--- src/sv/tsiq_pkg.sv ---
`timescale 1ns / 1ps
// ----------------------------------------------------------------------------
// tsiq_pkg - shared types and constants of the sorted insertion queue
// Beat formats, stored entry format, opcodes and sequencer states.
// ----------------------------------------------------------------------------
package tsiq_pkg;

    localparam int CAPACITY_DEF = 32;
    localparam int KEY_W        = 16;
    localparam int ENTRY_W      = 2 * KEY_W;
    localparam int OUT_COUNT_W  = 6;

    localparam logic OP_INSERT = 1'b0;
    localparam logic OP_DUMP   = 1'b1;

    typedef struct packed {
        logic                    opcode;
        logic signed [KEY_W-1:0] in_priority;
        logic signed [KEY_W-1:0] in_cost;
    } t_in;

    typedef struct packed {
        logic signed [KEY_W-1:0]   out_priority;
        logic signed [KEY_W-1:0]   out_cost;
        logic                      entry_valid;
        logic [OUT_COUNT_W-1:0]    entry_count;
        logic                      dropped;
        logic                      last;
    } t_out;

    typedef struct packed {
        logic signed [KEY_W-1:0] pri;
        logic signed [KEY_W-1:0] cost;
    } t_entry;

    typedef enum logic [2:0] {
        ST_IDLE,
        ST_INS_CMP,
        ST_INS_HEAD,
        ST_DUMP,
        ST_DRAIN
    } t_state;

endpackage

--- src/sv/two_key_sorted_insert_queue.sv ---
`timescale 1ns / 1ps
// ----------------------------------------------------------------------------
// two_key_sorted_insert_queue - sorted insertion queue on a priority and a cost
// Keeps entries in ascending (priority, cost) order in one RAM, walked by a
// small sequencer around a single shared key comparator.
// ----------------------------------------------------------------------------
// A beat is taken at a rising edge with start high and busy low. An insert
// into an empty or a full store, and a dump of an empty store, complete
// without raising busy. Any other insert walks the store from its tail
// towards its head, one entry per cycle, moving each entry that does not sort
// ahead of the new key up by one slot; busy stays high until every entry at
// or after the insertion point has moved up and the new key is written. The
// walk is set by the single RAM read port and the one comparator. A dump
// keeps busy high until it has read every entry out of the RAM; its results
// pass the RAM read register and the result register and then come one per
// cycle, each on o_result for exactly one cycle under o_strobe. The receiver
// cannot stall the block: every result must be taken in the cycle it is
// shown. A dump leaves the store unchanged. An insert into a full store is
// dropped and sets the sticky dropped flag, which only reset clears.
// ----------------------------------------------------------------------------
module two_key_sorted_insert_queue #(
    parameter int CAPACITY = tsiq_pkg::CAPACITY_DEF
) (
    input  logic           i_clk,
    input  logic           i_rst_n,
    input  logic           start,
    output logic           busy,
    input  tsiq_pkg::t_in  i_item,
    output logic           o_strobe,
    output tsiq_pkg::t_out o_result
);
    import tsiq_pkg::*;

    localparam int AW = $clog2(CAPACITY);
    localparam int CW = $clog2(CAPACITY + 1);

    // sequencer and status
    t_state         r_state, n_state;
    logic [AW-1:0]  r_idx, n_idx;
    logic [CW-1:0]  r_count, n_count;
    logic           r_dropped, n_dropped;
    // read pipeline tracking for the dump
    logic           r_rd_pend, n_rd_pend;
    logic           r_rd_last, n_rd_last;
    // result register
    logic           r_strobe, n_strobe;
    t_out           r_result, n_result;
    // key of the insert in flight
    t_entry         r_key, n_key;

    // RAM and comparator hookup
    logic           ram_wr_en;
    logic [AW-1:0]  ram_wr_addr;
    t_entry         ram_wr_data;
    logic [AW-1:0]  ram_rd_addr;
    t_entry         ram_rd_data;
    logic           precedes;

    logic           accept;
    logic           is_full;
    logic           is_empty;
    logic           dump_last;
    t_entry         in_key;

    assign busy      = (r_state != ST_IDLE);
    assign accept    = start & ~busy;
    assign is_full   = (r_count == CW'(CAPACITY));
    assign is_empty  = (r_count == '0);
    assign dump_last = ((CW'(r_idx) + CW'(1)) == r_count);
    assign in_key.pri  = i_item.in_priority;
    assign in_key.cost = i_item.in_cost;

    tsiq_ram #(
        .WIDTH (ENTRY_W),
        .DEPTH (CAPACITY)
    ) u_store (
        .i_clk     (i_clk),
        .i_wr_en   (ram_wr_en),
        .i_wr_addr (ram_wr_addr),
        .i_wr_data (ram_wr_data),
        .i_rd_addr (ram_rd_addr),
        .o_rd_data (ram_rd_data)
    );

    tsiq_cmp u_cmp (
        .i_stored   (ram_rd_data),
        .i_key      (r_key),
        .o_precedes (precedes)
    );

    // next state
    always_comb begin
        n_state = r_state;
        case (r_state)
            ST_IDLE: begin
                if (accept) begin
                    if (i_item.opcode == OP_DUMP) begin
                        if (!is_empty) begin
                            n_state = ST_DUMP;
                        end
                    end else if (!is_full && !is_empty) begin
                        n_state = ST_INS_CMP;
                    end
                end
            end
            ST_INS_CMP: begin
                if (precedes) begin
                    n_state = ST_IDLE;
                end else if (r_idx == '0) begin
                    n_state = ST_INS_HEAD;
                end
            end
            ST_INS_HEAD: begin
                n_state = ST_IDLE;
            end
            ST_DUMP: begin
                if (dump_last) begin
                    n_state = ST_DRAIN;
                end
            end
            ST_DRAIN: begin
                n_state = ST_IDLE;
            end
            default: begin
                n_state = ST_IDLE;
            end
        endcase
    end

    // datapath and outputs
    always_comb begin
        n_idx       = r_idx;
        n_count     = r_count;
        n_dropped   = r_dropped;
        n_key       = r_key;
        n_rd_pend   = 1'b0;
        n_rd_last   = 1'b0;
        n_strobe    = 1'b0;
        n_result    = r_result;
        ram_wr_en   = 1'b0;
        ram_wr_addr = r_idx + AW'(1);
        ram_wr_data = r_key;
        ram_rd_addr = r_idx;

        // a read issued last cycle is on the RAM output now: emit it
        if (r_rd_pend) begin
            n_strobe              = 1'b1;
            n_result.out_priority = ram_rd_data.pri;
            n_result.out_cost     = ram_rd_data.cost;
            n_result.entry_valid  = 1'b1;
            n_result.entry_count  = OUT_COUNT_W'(r_count);
            n_result.dropped      = r_dropped;
            n_result.last         = r_rd_last;
        end

        case (r_state)
            ST_IDLE: begin
                if (accept) begin
                    if (i_item.opcode == OP_DUMP) begin
                        if (is_empty) begin
                            // empty store: one invalid, final beat
                            n_strobe              = 1'b1;
                            n_result.out_priority = '0;
                            n_result.out_cost     = '0;
                            n_result.entry_valid  = 1'b0;
                            n_result.entry_count  = OUT_COUNT_W'(r_count);
                            n_result.dropped      = r_dropped;
                            n_result.last         = 1'b1;
                        end else begin
                            n_idx = '0;
                        end
                    end else if (is_full) begin
                        // drop the entry, remember it
                        n_dropped = 1'b1;
                    end else if (is_empty) begin
                        ram_wr_en   = 1'b1;
                        ram_wr_addr = '0;
                        ram_wr_data = in_key;
                        n_count     = r_count + CW'(1);
                    end else begin
                        // start the walk at the tail entry
                        n_key       = in_key;
                        n_idx       = AW'(r_count - CW'(1));
                        ram_rd_addr = AW'(r_count - CW'(1));
                    end
                end
            end
            ST_INS_CMP: begin
                ram_wr_en   = 1'b1;
                ram_wr_addr = r_idx + AW'(1);
                if (precedes) begin
                    // slot above this entry takes the new key
                    ram_wr_data = r_key;
                    n_count     = r_count + CW'(1);
                end else begin
                    // shift this entry up and look one lower
                    ram_wr_data = ram_rd_data;
                    if (r_idx != '0) begin
                        n_idx       = r_idx - AW'(1);
                        ram_rd_addr = r_idx - AW'(1);
                    end
                end
            end
            ST_INS_HEAD: begin
                ram_wr_en   = 1'b1;
                ram_wr_addr = '0;
                ram_wr_data = r_key;
                n_count     = r_count + CW'(1);
            end
            ST_DUMP: begin
                ram_rd_addr = r_idx;
                n_rd_pend   = 1'b1;
                n_rd_last   = dump_last;
                if (!dump_last) begin
                    n_idx = r_idx + AW'(1);
                end
            end
            ST_DRAIN: begin
                // hold until the final read has been emitted
            end
            default: begin
            end
        endcase
    end

    // control registers
    always_ff @(posedge i_clk) begin
        if (!i_rst_n) begin
            r_state   <= ST_IDLE;
            r_idx     <= '0;
            r_count   <= '0;
            r_dropped <= 1'b0;
            r_rd_pend <= 1'b0;
            r_rd_last <= 1'b0;
            r_strobe  <= 1'b0;
        end else begin
            r_state   <= n_state;
            r_idx     <= n_idx;
            r_count   <= n_count;
            r_dropped <= n_dropped;
            r_rd_pend <= n_rd_pend;
            r_rd_last <= n_rd_last;
            r_strobe  <= n_strobe;
        end
    end

    // payload registers
    always_ff @(posedge i_clk) begin
        r_key    <= n_key;
        r_result <= n_result;
    end

    assign o_strobe = r_strobe;
    assign o_result = r_result;

endmodule

--- src/sv/tsiq_ram.sv ---
`timescale 1ns / 1ps
// ----------------------------------------------------------------------------
// tsiq_ram - generic simple dual-port RAM
// One write port, one read port, registered read data.
// ----------------------------------------------------------------------------
module tsiq_ram #(
    parameter int WIDTH = 32,
    parameter int DEPTH = 32
) (
    input  logic                     i_clk,
    input  logic                     i_wr_en,
    input  logic [$clog2(DEPTH)-1:0] i_wr_addr,
    input  logic [WIDTH-1:0]         i_wr_data,
    input  logic [$clog2(DEPTH)-1:0] i_rd_addr,
    output logic [WIDTH-1:0]         o_rd_data
);

    logic [WIDTH-1:0] r_mem [DEPTH];
    logic [WIDTH-1:0] r_rd_data;

    always_ff @(posedge i_clk) begin
        if (i_wr_en) begin
            r_mem[i_wr_addr] <= i_wr_data;
        end
        r_rd_data <= r_mem[i_rd_addr];
    end

    assign o_rd_data = r_rd_data;

endmodule

--- src/sv/tsiq_cmp.sv ---
`timescale 1ns / 1ps
// ----------------------------------------------------------------------------
// tsiq_cmp - two-key ordering compare
// Flags a stored entry that sorts strictly ahead of the new key.
// ----------------------------------------------------------------------------
module tsiq_cmp (
    input  tsiq_pkg::t_entry i_stored,
    input  tsiq_pkg::t_entry i_key,
    output logic             o_precedes
);
    import tsiq_pkg::*;

    logic pri_lt;
    logic pri_eq;
    logic cost_lt;

    assign pri_lt     = i_stored.pri < i_key.pri;
    assign pri_eq     = i_stored.pri == i_key.pri;
    assign cost_lt    = i_stored.cost < i_key.cost;
    // equal keys do not precede, so a new entry lands in front of its twins
    assign o_precedes = pri_lt | (pri_eq & cost_lt);

endmodule

--- config.mk ---
export PLATFORM = sky130hd
export DESIGN_NAME = two_key_sorted_insert_queue
export DESIGN_NICKNAME = d
export VERILOG_FILES = /design/src/sv/tsiq_pkg.sv /design/src/sv/two_key_sorted_insert_queue.sv /design/src/sv/tsiq_ram.sv /design/src/sv/tsiq_cmp.sv
export SDC_FILE = /design/constraint.sdc
export NUM_CORES = 1
export LEC_CHECK = 0
export BUFFER_PORTS_ARGS = -buffer_cell sky130_fd_sc_hd__buf_4
export CAP_MARGIN = 20
export CORE_MARGIN = 5
export CORE_UTILIZATION = 38
export DETAILED_ROUTE_END_ITERATION = 8
export GPL_TIMING_DRIVEN = 0
export PLACE_DENSITY_LB_ADDON = 0.15
export SETUP_SLACK_MARGIN = 0.1
export SLEW_MARGIN = 10
export SYNTH_ARGS = -nofsm -noshare
export SYNTH_HDL_FRONTEND = slang
export SYNTH_HIERARCHICAL = 1
export SYNTH_SLANG_ARGS = --single-unit
--- constraint.sdc ---
create_clock -name i_clk -period 5.35 [get_ports i_clk]
set_input_delay 0 -clock i_clk [delete_from_list [all_inputs] [get_ports i_clk]]
set_output_delay 0 -clock i_clk [all_outputs]
set_load 0.02 [all_outputs]
; ---- After elaboration in Yosys (flattened, before gate mapping)
; Memory sizes are Yosys's and may differ from the RTL's. A register that Yosys moved wholly into a read port is not among the register bits.
; Cells that the tools add are included.
[classes]
addsub = 5
bitwise_logic = 7
n_eq_ne = 16
order_cmp = 2
n_reduce_logical = 17
mux = 55
[ops]
columns = cell, count
row1 = $mux 41, 5
row2 = $mux 32, 5
row3 = $mux 5, 14
row4 = $pmux 32 s2, 1
row5 = $lt 16x16->1, 2
row6 = $mux 6, 5
row7 = $mux 3, 7
row8 = $pmux 5 s2, 2
row9 = $pmux 6 s3, 1
row10 = $eq 16x16->1, 1
row11 = $pmux 5 s3, 1
row12 = $ne 2x2->1 const B, 7
row13 = $mux 1, 12
row14 = $reduce_and 5->1, 2
row15 = $sub 5x1->5 const B, 2
row16 = $ne 3x3->1 const B, 3
row17 = $pmux 3 s3, 1
row18 = $reduce_bool 3->1, 3
row19 = $reduce_and 4->1, 2
row20 = $add 5x1->6 const B, 1
row21 = $add 6x1->6 const B, 1
row22 = $eq 3x2->1 const B, 2
row23 = $eq 6x6->1, 1
row24 = $eq 6x6->1 const B, 1
row25 = 15 further kinds, 20
[word_totals]
ram_bits = 1024
n_memories = 1
reg_bits = 91
word_cells = 118
[mem_list]
columns = name, depth, word_bits, rd, rd_ports_with_merged_regs, write_ports, line_no
row1 = u_store.r_mem, 32, 32, 1, 1, 1, tsiq_ram.sv:18  ; logic [WIDTH-1:0] r_mem [DEPTH];

; ---- Depth between registers and ports, before layout
; Gate-level depths: netlist of the first run.
[depth]
ltp_word = 8
depth_mapped = 21
mapped_depth_nobuf = 18

; ---- Cells and area by module
; The synthesis of the first run kept the hierarchy.
[by_module_without_submodules]
columns = mod, instances, area_each_um2, cells_each
row1 = tsiq_ram, 1, 40492.6, 2260
row2 = two_key_sorted_insert_queue, 1, 4352.9, 436
row3 = tsiq_cmp, 1, 832.0, 110

; ---- Worst setup path before layout of the first run
; No wires, ideal clock.
[synth_path]
kind = register to register
start = register r_count[0]
end = memory u_store.r_mem[28][0] (enable)
slack_ns = 0.822
setup_ns = 0.421
path_stages_with_launch = 12
arrival_time_ns = 4.107
cell_sequence = dfxtp_1 inv_1 ha_1 or4b_1 buf_2 nor4_4 nor2_1 nor3_1 nor2b_1 or3b_2 clkbuf_1 nor2_1
[synth_via]
word_cells_on_any_way = 14
classes_between = eq/ne: 1 / mux: 12 / reduce/logical: 1
[synth_lines]
columns = item, line_no
row1 = from (decl), two_key_sorted_insert_queue.sv:40  ; logic [CW-1:0] r_count, n_count;
row2 = from (signal assigned), two_key_sorted_insert_queue.sv:239  ; r_count <= n_count;
row3 = $logic_not 6->1, two_key_sorted_insert_queue.sv:68  ; assign is_empty = (r_count == '0);
row4 = $mux 5, two_key_sorted_insert_queue.sv:175  ; end else if (is_empty) begin
row5 = $mux 5 *, two_key_sorted_insert_queue.sv:172  ; end else if (is_full) begin
row6 = $mux 5 *, two_key_sorted_insert_queue.sv:159  ; if (i_item.opcode == OP_DUMP) begin
row7 = $mux 5 *, two_key_sorted_insert_queue.sv:158  ; if (accept) begin
row8 = $pmux 5 s2 *, two_key_sorted_insert_queue.sv:156  ; case (r_state)
row9 = net ram_wr_addr[1], two_key_sorted_insert_queue.sv:53  ; logic [AW-1:0] ram_wr_addr;
row10 = to (decl), tsiq_ram.sv:18
; The timed path passes the listed nets; every way through them passes the cells marked *.

; ---- Final worst setup path of the first run
[layout_path]
start = register r_key[1] in the netlist's numbering
end = register u_store.r_rd_data[6] (netlist: u_store/o_rd_data[6]), read port of u_store.r_mem
[layout_via]
elab_chain_cells = 5
[layout_lines]
columns = item, line_no
row1 = from (decl), two_key_sorted_insert_queue.sv:49  ; t_entry r_key, n_key;
row2 = from (signal assigned), two_key_sorted_insert_queue.sv:249  ; r_key <= n_key;
row3 = $lt 16x16->1, tsiq_cmp.sv:19  ; assign cost_lt = i_stored.cost < i_key.cost;
row4 = $and 1x1->1, tsiq_cmp.sv:21  ; assign o_precedes = pri_lt | (pri_eq & cost_lt);
row5 = $or 1x1->1, tsiq_cmp.sv:21
row6 = net precedes, two_key_sorted_insert_queue.sv:57  ; logic precedes;
row7 = $mux 5, n/a
row8 = $pmux 5 s2, two_key_sorted_insert_queue.sv:156
row9 = net ram_rd_addr[1], two_key_sorted_insert_queue.sv:55  ; logic [AW-1:0] ram_rd_addr;
row10 = to (decl), tsiq_ram.sv:19  ; logic [WIDTH-1:0] r_rd_data;
; The timed path passes the listed nets, and every way through them passes these cells.
; A chain may end at the register's enable or synchronous reset.

==> metrics.txt, run 1 <==
CTS Buffer Depth 3; Setup WS post-layout 0.2410 ns; final WL between 100000 and 150000 um; Max Clk Rate 195.7 MHz; Synth Instances around 2.8k; ys flop type edfxtp_1; Yosys top cell area share 0.6942; GPL Wtd Cong 0.8400; number of enable flip-flop cells after synthesis between 1k and 1.5k; top post-synthesis cells by area edfxtp_1, mux2i_1, dfxtp_1; Avg WL per Cell approximately 26 um; CP peak stage delay approximately 0.47 ns; Buf/Inv on CP 4; flops & latches, synth about 1.1k; Final nets ~3.2k; critical path fanouts, max 10; period utilization 0.9550; DR pass1 iterations 6; CTS tree yes; fin cells approximately 4.8k; Top-Level Pins 79; GRT Total Usage 0.1964; leakage between 15 and 20 nW; CP Class reg2reg; power per cell area roughly 560 nW/um^2; placed inst area 49350 um^2; Core Box Area approximately 120000 um^2; Cell Count Post-Placement between 4k and 5k; Synth async-reset ratio 0; clock sink count 1147; layout cells sized above 1 0.1609; Crit path top cell by count nand3_1; root buffer cell clkbuf_16; chip width between 300 and 400 um; Worst Path Required around 6 ns; Crit path max-delay family compound AO/OA/AOI/OAI gates; slew of the pin with the lowest slew margin ~1.1 ns; number of vias per cell ~5.4; final hold vios 0; area grow syn2layout 19.29%; Unique masters post-synth a little under 70; Startpoint Class register; Worst EP arrival roughly 5.6 ns; first-pass GRT wire length 181700 um; synthesis warning total 6; vias in the first global route between 20k and 30k; IO Port Bufs 78; Final HPWL DP ~85000 um; Slowest cell on crit path a2111o_1; grt peak-use layer met2; initial antenna violation count 5; GR Layer Usage met3 0.03660; Critical Path, Cell by Cell inv_1 > ha_1 > a2111oi_4 > o31ai_1 > a2111o_1 > xnor2_1 > o21ai_2 > or3_1 > o221ai_2 > nor2b_1 > buf_4 > buf_2 > buf_1 > nand2_1 > nand3_1 > nand3_1; flop-to-flop setup slack around 0.24 ns; final std cell area, no fill approximately 54000 um^2; DRC Markers 0; fin util 0.4554; unrepaired setup endpoints after global routing no; area of the mapped netlist around 46000 um^2; largest area contributor in the netlist edfxtp_1; die area around 130000 um^2; pin count of the biggest net entering global routing 34; FP Rows 127; Slew Viols, Final 0; total grt overflow 0; syn_nets 2877; CTS Buf Count between 100 and 150; DR iter-0 viols between 2k and 2.5k; worst min-delay path class in2reg; Post-synth top cells edfxtp_1, mux2i_1, nand2_1; Final Critical Period approximately 5.1 ns; Max transition margin 0.2436; vias around 26k; H-tree depth 3; Worst-Skew Late Latency ~0.69 ns; Worst-path clk slew ~0.060 ns; Max IR drop VDD roughly 0.00032 V; Setup-failing EPs final 0; Die Ht about 360 um; Detail Route Antenna Nets 0; status complete, no violations; synthesized area per cell approximately 16 um^2; Initial Util 0.3817; sequential area share after synthesis 0.7341; crit path capture type register; count leader, synth edfxtp_1; M2 GR Usage 0.3297; final clock skew approximately 0.020 ns; DP Worst Slack -0.8049 ns; # Max-Cap Violations 0; met1 GRT Util 0.2658
cell families (layout without fill, tap and decap cells):
logic type / after synthesis / in the layout / share of synthesized area
xor gates and xnor gates: 15 / 15 / 0.002876
DFF: 1147 / 1147 / 0.7341
adders and majority gates: 35 / 35 / 0.009587
and+or+nand+nor: 429 / 429 / 0.04391
AOI/OAI and AO/OA: 391 / 391 / 0.06199
buffers and inverters: 236 / 636 / 0.02624
other: 0 / 8 / 0
muxes: 553 / 553 / 0.1213
registers in the layout, indices dropped and copies added, names as in the netlist, 3 cells and up:
| name | cells |
|---|---|
| u_store/o_rd_data | 32 |
| r_key | 32 |
| r_state | 3 |
| u_store/r_mem | 1024 |
| o_result | 41 |
| r_idx | 5 |
| r_count | 6 |
cell usage in the layout (no fill, tap or decap), types with 7 or more instances in the layout:
cell / synthesis / layout
nand4_1: 9 / 9
clkinv_1: 0 / 23
nand2_1: 117 / 117
buf_6: 18 / 19
buf_2: 34 / 29
clkbuf_16: 0 / 121
clkbuf_4: 2 / 11
nor2_1: 105 / 73
nor3_1: 45 / 45
diode_2: 0 / 8
dlygate4sd3_1: 0 / 38
mux2i_1: 549 / 549
a21oi_1: 112 / 112
buf_1: 13 / 10
xnor2_1: 10 / 10
a22o_1: 64 / 64
buf_16: 0 / 31
buf_4: 34 / 123
dfxtp_1: 91 / 91
edfxtp_1: 1056 / 1056
buf_12: 0 / 27
clkbuf_1: 60 / 57
nor2_4: 0 / 32
inv_1: 75 / 74
a222oi_1: 32 / 32
ha_1: 35 / 35
bufinv_16: 0 / 11
a22oi_1: 97 / 97
clkbuf_2: 0 / 21
a31oi_1: 34 / 7
nand3_1: 104 / 102
nor2b_1: 8 / 8
clkinv_2: 0 / 23
a31oi_2: 0 / 24
final cells by class:
cell class              instances  area, um^2
clock inverters                69       638.1
diodes                          8       20.02
clock buffers                 144        3164
inverters                      75       281.5
multi-input cells            1423       11410
flip-flops and latches       1147       33530
repair buffers                187        2459
well taps                    1612        2017
fillers                     10350       65160
plain buffers                 161       969.7
power by group:
| part | internal (W) | total, W | switching (W) |
|---|---|---|---|
| clock | 0.00470 | 0.00807 | 0.00337 |
| sequential | 0.0114 | 0.0117 | 0.000285 |
| combinational | 0.00354 | 0.0106 | 0.00711 |
stage by stage:
step                       TNS, ns  hold slack, ns  power (W)
after detailed placement    -16.19          0.1914    0.02192
final                            0         0.04835    0.03045
after global routing             0         0.01552    0.03172
after floorplan                  0         0.09887    0.01762
after global placement    -1414.04          0.1942    0.02157
after CTS                        0        0.002093    0.03018
metal layers:
layer	vias up	wire, um
li1	11590	-
met1	13340	55060
met2	771	61620
met3	182	7578
met4	0	3015
met5	-	0
worst paths after layout:
kind                        startpoint                            to  depth (start not counted)
setup / recovery    r_key[1]$_DFFE_PP_  u_store/o_rd_data[6]$_DFF_P_                         16
hold reg to reg   r_rd_last$_SDFF_PN0_           o_result[0]$_DFF_P_                          1
hold / removal              i_item[22]           r_key[22]$_DFFE_PP_                          2
setup reg to reg    r_key[1]$_DFFE_PP_  u_store/o_rd_data[6]$_DFF_P_                         16
repair_timing:
action | 4_1_cts | 5_1_grt
setup buffers | 0 | 17
pin swaps | 0 | 7
endpoints found under the setup margin | 32 | 210
gates resized for setup | 34 | 49
hold buffers | 38 | 0
endpoints found under the hold margin | 62 | 0
Power figures use the tool's default switching activity.
==> run 2: changes to the inputs <==
--- a/config.mk
+++ b/config.mk
@@ -16,5 +16,4 @@
 export SLEW_MARGIN = 10
 export SYNTH_ARGS = -nofsm -noshare
 export SYNTH_HDL_FRONTEND = slang
-export SYNTH_HIERARCHICAL = 1
 export SYNTH_SLANG_ARGS = --single-unit
==> metrics.txt, run 2 <==
DR pass1 iterations 7 (was 6); grt peak-use layer met2 (unchanged); Final nets 3393 (was 3185); Slew Viols, Final 0 (unchanged); top post-synthesis cells by area edfxtp_1, mux2i_1, dfxtp_1 (unchanged); most flop-heavy register u_store.r_mem (was u_store/r_mem); Core Box Area 121400 um^2 (was 119700 um^2); GRT Total Usage 0.2009 (was 0.1964); critical path fanouts, max 10 (unchanged); Critical Path, Cell by Cell inv_1 > ha_1 > nand4_1 > or4_4 > a31o_1 > nand3_2 > nand2_2 > or3_1 > a21oi_2 > buf_2 > clkdlybuf4s15_2 > mux2i_1 > o22ai_1 > nor4_2 (was inv_1 > ha_1 > a2111oi_4 > o31ai_1 > a2111o_1 > xnor2_1 > o21ai_2 > or3_1 > o221ai_2 > nor2b_1 > buf_4 > buf_2 > buf_1 > nand2_1 > nand3_1 > nand3_1); area grow syn2layout 18.70% (was 19.29%); GR Layer Usage met3 0.03876 (was 0.03660); Setup-failing EPs final 0 (unchanged); flops & latches, synth 1147 (unchanged); Synth Instances 3017 (was 2806); CP peak stage delay 0.60 ns (was 0.47 ns); unrepaired setup endpoints after global routing no (unchanged); chip width 358.8 um (was 356.7 um); Worst-path clk slew 0.06 ns (about the same); Largest register FFs 1024 (unchanged); Final HPWL DP 93990 um (was 85280 um); final clock skew 0.01910 ns (was 0.02003 ns); Max Clk Rate 193.5 MHz (was 195.7 MHz); count leader, synth edfxtp_1 (unchanged); Slowest cell on crit path or4_4 (was a2111o_1); final WL 131500 um (was 127300 um); area of the mapped netlist 46230 um^2 (was 45680 um^2); CP Class reg2reg (unchanged); Layout fillers 10.64k (was 10.35k); Post-synth top cells edfxtp_1, mux2i_1, nand2_1 (unchanged); Max transition margin 0.2579 (was 0.2436); CTS tree yes (unchanged); initial antenna violation count 3 (was 5); commonest non-fill, non-tap cell in the layout edfxtp_1 (unchanged); Die Ht 358.8 um (was 356.7 um); sequential area share after synthesis 0.7254 (was 0.7341); M2 GR Usage 0.3422 (was 0.3297); worst min-delay path class in2reg (unchanged); Synth async-reset ratio 0 (unchanged); root buffer cell clkbuf_16 (unchanged); Crit path max-delay family simple AND/OR/NAND/NOR gates (was compound AO/OA/AOI/OAI gates); DR iter-0 viols 2463 (was 2359); flop-to-flop setup slack 0.18 ns (was 0.24 ns); final hold vios 0 (unchanged); DRC Markers 0 (unchanged); number of vias per cell 5.351 (was 5.362); met1 GRT Util 0.2601 (was 0.2658); most frequent cells in the layout edfxtp_1, mux2i_1, nand2_1 (was edfxtp_1, mux2i_1, buf_4); Worst-Skew Late Latency 0.70 ns (was 0.69 ns); FP Rows 128 (was 127); slew of the pin with the lowest slew margin 1.112 ns (was 1.131 ns); crit path capture type register (unchanged); syn_nets 3088 (was 2877); Setup WS post-layout 0.1827 ns (was 0.2410 ns); vias in the first global route 27.40k (was 25.98k); pin count of the biggest net entering global routing 35 (was 34); Yosys top cell area share 0.6860 (was 0.6942); first-pass GRT wire length 187400 um (was 181700 um); DP Worst Slack -0.2346 ns (was -0.8049 ns); Setup TNS 0 ns (unchanged); # Max-Cap Violations 0 (unchanged); IO Port Bufs 78 (unchanged); H-tree depth 3 (unchanged); die area 128700 um^2 (was 127200 um^2); Max IR drop VDD 0.0003990 V (was 0.0003240 V); Avg WL per Cell 26.05 um (was 26.37 um); Unique masters post-synth 65 (was 68); Initial Util 0.3808 (was 0.3817); largest area contributor in the netlist edfxtp_1 (unchanged); CTS Buf Count 119 (unchanged); vias 27.02k (was 25.88k); Final Power 0.03705 W (was 0.03045 W); status complete, no violations (unchanged); Worst EP arrival 5.71 ns (was 5.60 ns); power per cell area 675.2 nW/um^2 (was 558.8 nW/um^2); layout cells sized above 1 0.1460 (was 0.1609); number of enable flip-flop cells after synthesis 1056 (unchanged); n_diodes 0 (was 8); Detail Route Antenna Nets 0 (unchanged); synthesized area per cell 15.32 um^2 (was 16.28 um^2); GPL Wtd Cong 0.8780 (was 0.8400); clock sink count 1147 (unchanged); CTS Buffer Depth 3 (unchanged); Worst Path Required 5.89 ns (was 5.84 ns); Buf/Inv on CP 3 (was 4); ys flop type edfxtp_1 (unchanged); synthesis warning total 0 (was 6); leakage 18.62 nW (was 18.10 nW); Top-Level Pins 79 (unchanged); Final Critical Period 5.167 ns (was 5.109 ns); total grt overflow 0 (unchanged); Startpoint Class register (unchanged); period utilization 0.9658 (was 0.9550)
==> run 2: cell count changes in the layout (fill, tap and decap cells not counted), moves of 24 or more <==
cell / previous run / this run
nand3_1: 102 / 14
a31oi_2: 24 / 0
nor3_1: 45 / 15
a32oi_1: 0 / 64
mux2i_1: 549 / 486
a22oi_1: 97 / 4
a21oi_1: 112 / 145
o21bai_1: 1 / 33
a22o_1: 64 / 0
o21ai_0: 4 / 53
clkbuf_1: 57 / 92
o22ai_1: 0 / 131
nor4_2: 0 / 29
nand2_1: 117 / 356
==> run 2: area by class of cell <==
cell class	count	area, um^2	share of cell area
clock buffer	146	3119	0.05685
multi-input combinational	1616	11700	0.2132
timing repair buffer	184	2426	0.04421
inverter	74	277.8	0.005062
clock inverter	77	745.7	0.01359
buffer	180	1036	0.01888
sequential	1147	33530	0.6111
tap	1625	2033	0.03705
==> run 2: per-layer routing <==
layer / part of all wire / vias up
met5: 0.000099 / -
met4: 0.030 / 2
met3: 0.063 / 196
met2: 0.49 / 897
met1: 0.42 / 13670
li1: - / 12250
==> run 2: path summary, 6_finish.rpt <==
path,startpoint,endpoint,depth (start not counted)
hold / removal,i_item[5],r_key[5]$_DFFE_PP_,2
setup reg to reg,r_key[31]$_DFFE_PP_,u_store.o_rd_data[4]$_DFF_P_,14
hold reg to reg,r_rd_last$_SDFF_PN0_,o_result[0]$_DFF_P_,1
setup / recovery,r_key[31]$_DFFE_PP_,u_store.o_rd_data[4]$_DFF_P_,14
==> run 2: through the flow <==
| stage | instances | area, um^2 | utilization | hold WS, ns |
|---|---|---|---|---|
| 6_report | 5049 | 54870 | 0.4520 | 0.04866 |
| 3_3_place_gp | 4720 | 48840 | 0.4024 | 0.1985 |
| 3_5_place_dp | 4764 | 50030 | 0.4121 | 0.1975 |
| 5_1_grt | 5049 | 54870 | 0.4520 | 0.02975 |
| 2_1_floorplan | 3017 | 46230 | - | 0.09887 |
| 4_1_cts | 5030 | 54370 | 0.4479 | 0.0001574 |
==> run 2: logic make-up after synthesis <==
family / after synthesis / synth area share
compound gates: 502 / 0.07149
xor+xnor: 15 / 0.002842
fa+ha+maj: 35 / 0.009474
buf+inv: 254 / 0.02780
flops: 1147 / 0.7254
mux: 487 / 0.1055
simple gates: 577 / 0.05752
==> run 2: where the power goes <==
part           internal [W]  switching [W]  total [W]
Clock               0.00471        0.00343    0.00814
Sequential           0.0120       0.000383     0.0124
Combinational       0.00552         0.0110     0.0165
Total                0.0222         0.0148     0.0371
==> run 2: timing repair <==
item / in CTS / in global routing
hold buffers: 43 / 0
setup endpoints to repair: 25 / 9
cloned: 0 / 0
gates resized for setup: 17 / 6
endpoints found under the hold margin: 61 / 0
buffers inserted: 0 / 0
==> run 3: changes to the inputs <==
--- a/config.mk
+++ b/config.mk
@@ -7,7 +7,7 @@
 export LEC_CHECK = 0
 export BUFFER_PORTS_ARGS = -buffer_cell sky130_fd_sc_hd__buf_4
 export CAP_MARGIN = 20
-export CORE_MARGIN = 5
+export CORE_MARGIN = 2
 export CORE_UTILIZATION = 38
 export DETAILED_ROUTE_END_ITERATION = 8
 export GPL_TIMING_DRIVEN = 0
==> metrics.txt, run 3 (synthesis gave the netlist of run 2 again) <==
status finished, violations left (was complete, no violations); failing checks DRC; CTS tree yes (unchanged); critical path fanouts, max 10 (unchanged); Seq pwr share 0.333 (was 0.334); placed inst area 50010 um^2 (was 50030 um^2); critical path startpoint r_key[15]$_DFFE_PP_ (was r_key[31]$_DFFE_PP_); most flop-heavy register u_store.r_mem (unchanged); # Max-Cap Violations 0 (unchanged); crit path capture type register (unchanged); cell internal pwr 0.02246 W (was 0.02224 W); pin count of the biggest net entering global routing 33 (was 35); DR pass1 iterations 9 (was 7); DR iter-0 viols 2618 (was 2463); Layout fillers 10.48k (was 10.64k); root buffer cell clkbuf_16 (unchanged); chip width 352.8 um (was 358.8 um); Avg WL per Cell 25.75 um (was 26.05 um); vias 27.05k (was 27.02k); Detail Route Antenna Nets 0 (unchanged); fin cells 5034 (was 5049); number of vias per cell 5.374 (was 5.351); clock sink count 1147 (unchanged); final hold vios 0 (unchanged); r2r endpoint u_store.o_rd_data[25]$_DFF_P_ (was u_store.o_rd_data[4]$_DFF_P_); initial antenna violation count 8 (was 3); Worst-path clk slew 0.06 ns (about the same); final WL 129600 um (was 131500 um); period utilization 0.9406 (was 0.9658); die area 124500 um^2 (was 128700 um^2); Largest register FFs 1024 (unchanged); Worst EP arrival 5.57 ns (was 5.71 ns); GRT Total Usage 0.2046 (was 0.2009); Core Box Area 120300 um^2 (was 121400 um^2); worst min-delay path class in2reg (unchanged); Sw Pwr 0.01475 W (was 0.01481 W); Final Critical Period 5.032 ns (was 5.167 ns); FP Rows 127 (was 128); clock share of power 0.224 (was 0.220); GPL Wtd Cong 0.9061 (was 0.8780); Slew Viols, Final 0 (unchanged); H-tree depth 3 (unchanged); leakage 18.67 nW (was 18.62 nW); Startpoint Class register (unchanged); layout cells sized above 1 0.1456 (was 0.1460); Max transition margin 0.2388 (was 0.2579); final std cell area, no fill 54940 um^2 (was 54870 um^2); RR Startpoint r_key[15]$_DFFE_PP_ (was r_key[31]$_DFFE_PP_); Final HPWL DP 92560 um (was 93990 um); CP Class reg2reg (unchanged); CTS Buffer Depth 3 (unchanged); Setup TNS 0 ns (unchanged); Setup-failing EPs final 0 (unchanged); switching part of the total 0.3964 (was 0.3996); Worst-Skew Late Latency 0.72 ns (was 0.70 ns); final clock skew 0.03222 ns (was 0.01910 ns); Final nets 3389 (was 3393); fin util 0.4567 (was 0.4520); Hold Path Depth 2 (unchanged); unrepaired setup endpoints after global routing no (unchanged); commonest non-fill, non-tap cell in the layout edfxtp_1 (unchanged); CTS Buf Count 119 (unchanged); Max Clk Rate 198.7 MHz (was 193.5 MHz); vias in the first global route 27.10k (was 27.40k); Final Power 0.03721 W (was 0.03705 W); most frequent cells in the layout edfxtp_1, mux2i_1, nand2_1 (unchanged); area grow syn2layout 18.85% (was 18.70%); Comb pwr share 0.443 (was 0.446); CP endpoint u_store.o_rd_data[25]$_DFF_P_ (was u_store.o_rd_data[4]$_DFF_P_); slew of the pin with the lowest slew margin 1.139 ns (was 1.112 ns); total grt overflow 0 (unchanged); IO Port Bufs 78 (unchanged); Initial Util 0.3843 (was 0.3808); Top-Level Pins 79 (unchanged); first-pass GRT wire length 187300 um (was 187400 um); Die Ht 352.8 um (was 358.8 um); Cell Count Post-Placement 4751 (was 4764); Worst Path Required 5.89 ns (about the same); R2R depth 16 (was 14); Max IR drop VDD 0.0003589 V (was 0.0003990 V); power per cell area 677.4 nW/um^2 (was 675.2 nW/um^2); flop-to-flop setup slack 0.32 ns (was 0.18 ns); DRC Markers 6 (was 0)
[run 3: cell types whose count changed in the layout (fill, tap and decap cells not counted), moves of 3 or more]
cell,before,now
buf_16,29,25
clkinvlp_4,10,5
nor4_4,3,9
bufinv_16,12,16
clkbuf_1,92,95
nor4_2,29,23
[run 3: layer usage]
metal | up-vias | share of wire | wire length, um | GRT usage
met5 | - | 0 | 0 | 0
met4 | 0 | 0.019 | 2521 | 0.05162
met3 | 138 | 0.052 | 6770 | 0.02682
met2 | 861 | 0.50 | 64370 | 0.3523
met1 | 13820 | 0.43 | 55980 | 0.2736
li1 | 12240 | - | - | -
[run 3: metrics by stage]
stage | setup slack, ns | hold WS [ns]
after global placement | -1.137 | 0.1989
after global routing | 0.1646 | 0.02751
final | 0.3178 | 0.04144
after detailed placement | -0.5659 | 0.1950
after CTS | 0.007994 | 0.001647
after floorplan | 1.524 | 0.09887
[run 3: layout make-up]
cell class | instances | area (um^2) | share of cell area
Sequential cell | 1147 | 33530 | 0.6104
Multi-Input combinational cell | 1616 | 11780 | 0.2144
Clock buffer | 151 | 3149 | 0.05732
Timing Repair Buffer | 180 | 2350 | 0.04277
Tap cell | 1612 | 2017 | 0.03671
Buffer | 180 | 1023 | 0.01863
Clock inverter | 72 | 803.3 | 0.01462
Inverter | 74 | 277.8 | 0.005056
Antenna cell | 2 | 5.005 | 0.00009110
[run 3: critical path, stage by stage (launching register included)]
cell and delay (ns):
edfxtp_1 0.36, inv_1 0.05, ha_1 0.34, nand4_1 0.31
or3_1 0.51, o31ai_4 0.36, o21ai_0 0.21, o31ai_4 0.17
nor3_1 0.18, xnor2_1 0.35, o21a_1 0.18, buf_6 0.17
buf_6 0.24, buf_2 0.40, mux2i_1 0.32, o22ai_1 0.18
nor4_2 0.49
[run 3: worst min-delay path by stage]
| stage | endpoint | start | slack [ns] |
|---|---|---|---|
| 2_1_floorplan | r_key[0]$_DFFE_PP_ | i_item[0] | 0.1 |
| 3_3_place_gp | r_key[5]$_DFFE_PP_ | i_item[5] | 0.20 |
| 3_5_place_dp | r_key[26]$_DFFE_PP_ | i_item[26] | 0.19 |
| 4_1_cts | r_key[16]$_DFFE_PP_ | i_item[16] | 0.002 |
| 5_1_grt | r_key[29]$_DFFE_PP_ | i_item[29] | 0.03 |
| 6_report | r_key[14]$_DFFE_PP_ | i_item[14] | 0.04 |
[run 3: power by group through the flow]
stage	Clock, W	Combinational [W]	Sequential [W]
6_report	0.00834	0.0165	0.0124
5_1_grt	0.00887	0.0176	0.0124
4_1_cts	0.00850	0.0160	0.0124
3_5_place_dp	0	0.0159	0.0126
3_3_place_gp	0	0.0152	0.0127
2_1_floorplan	0	0.00946	0.0125
[run 3: what timing repair did]
| item | CTS | global route |
|---|---|---|
| endpoints found under the setup margin | 299 | 18 |
| buffers inserted | 0 | 0 |
| resized for setup | 16 | 17 |
| hold buffers | 41 | 0 |
| endpoints found under the hold margin | 60 | 0 |
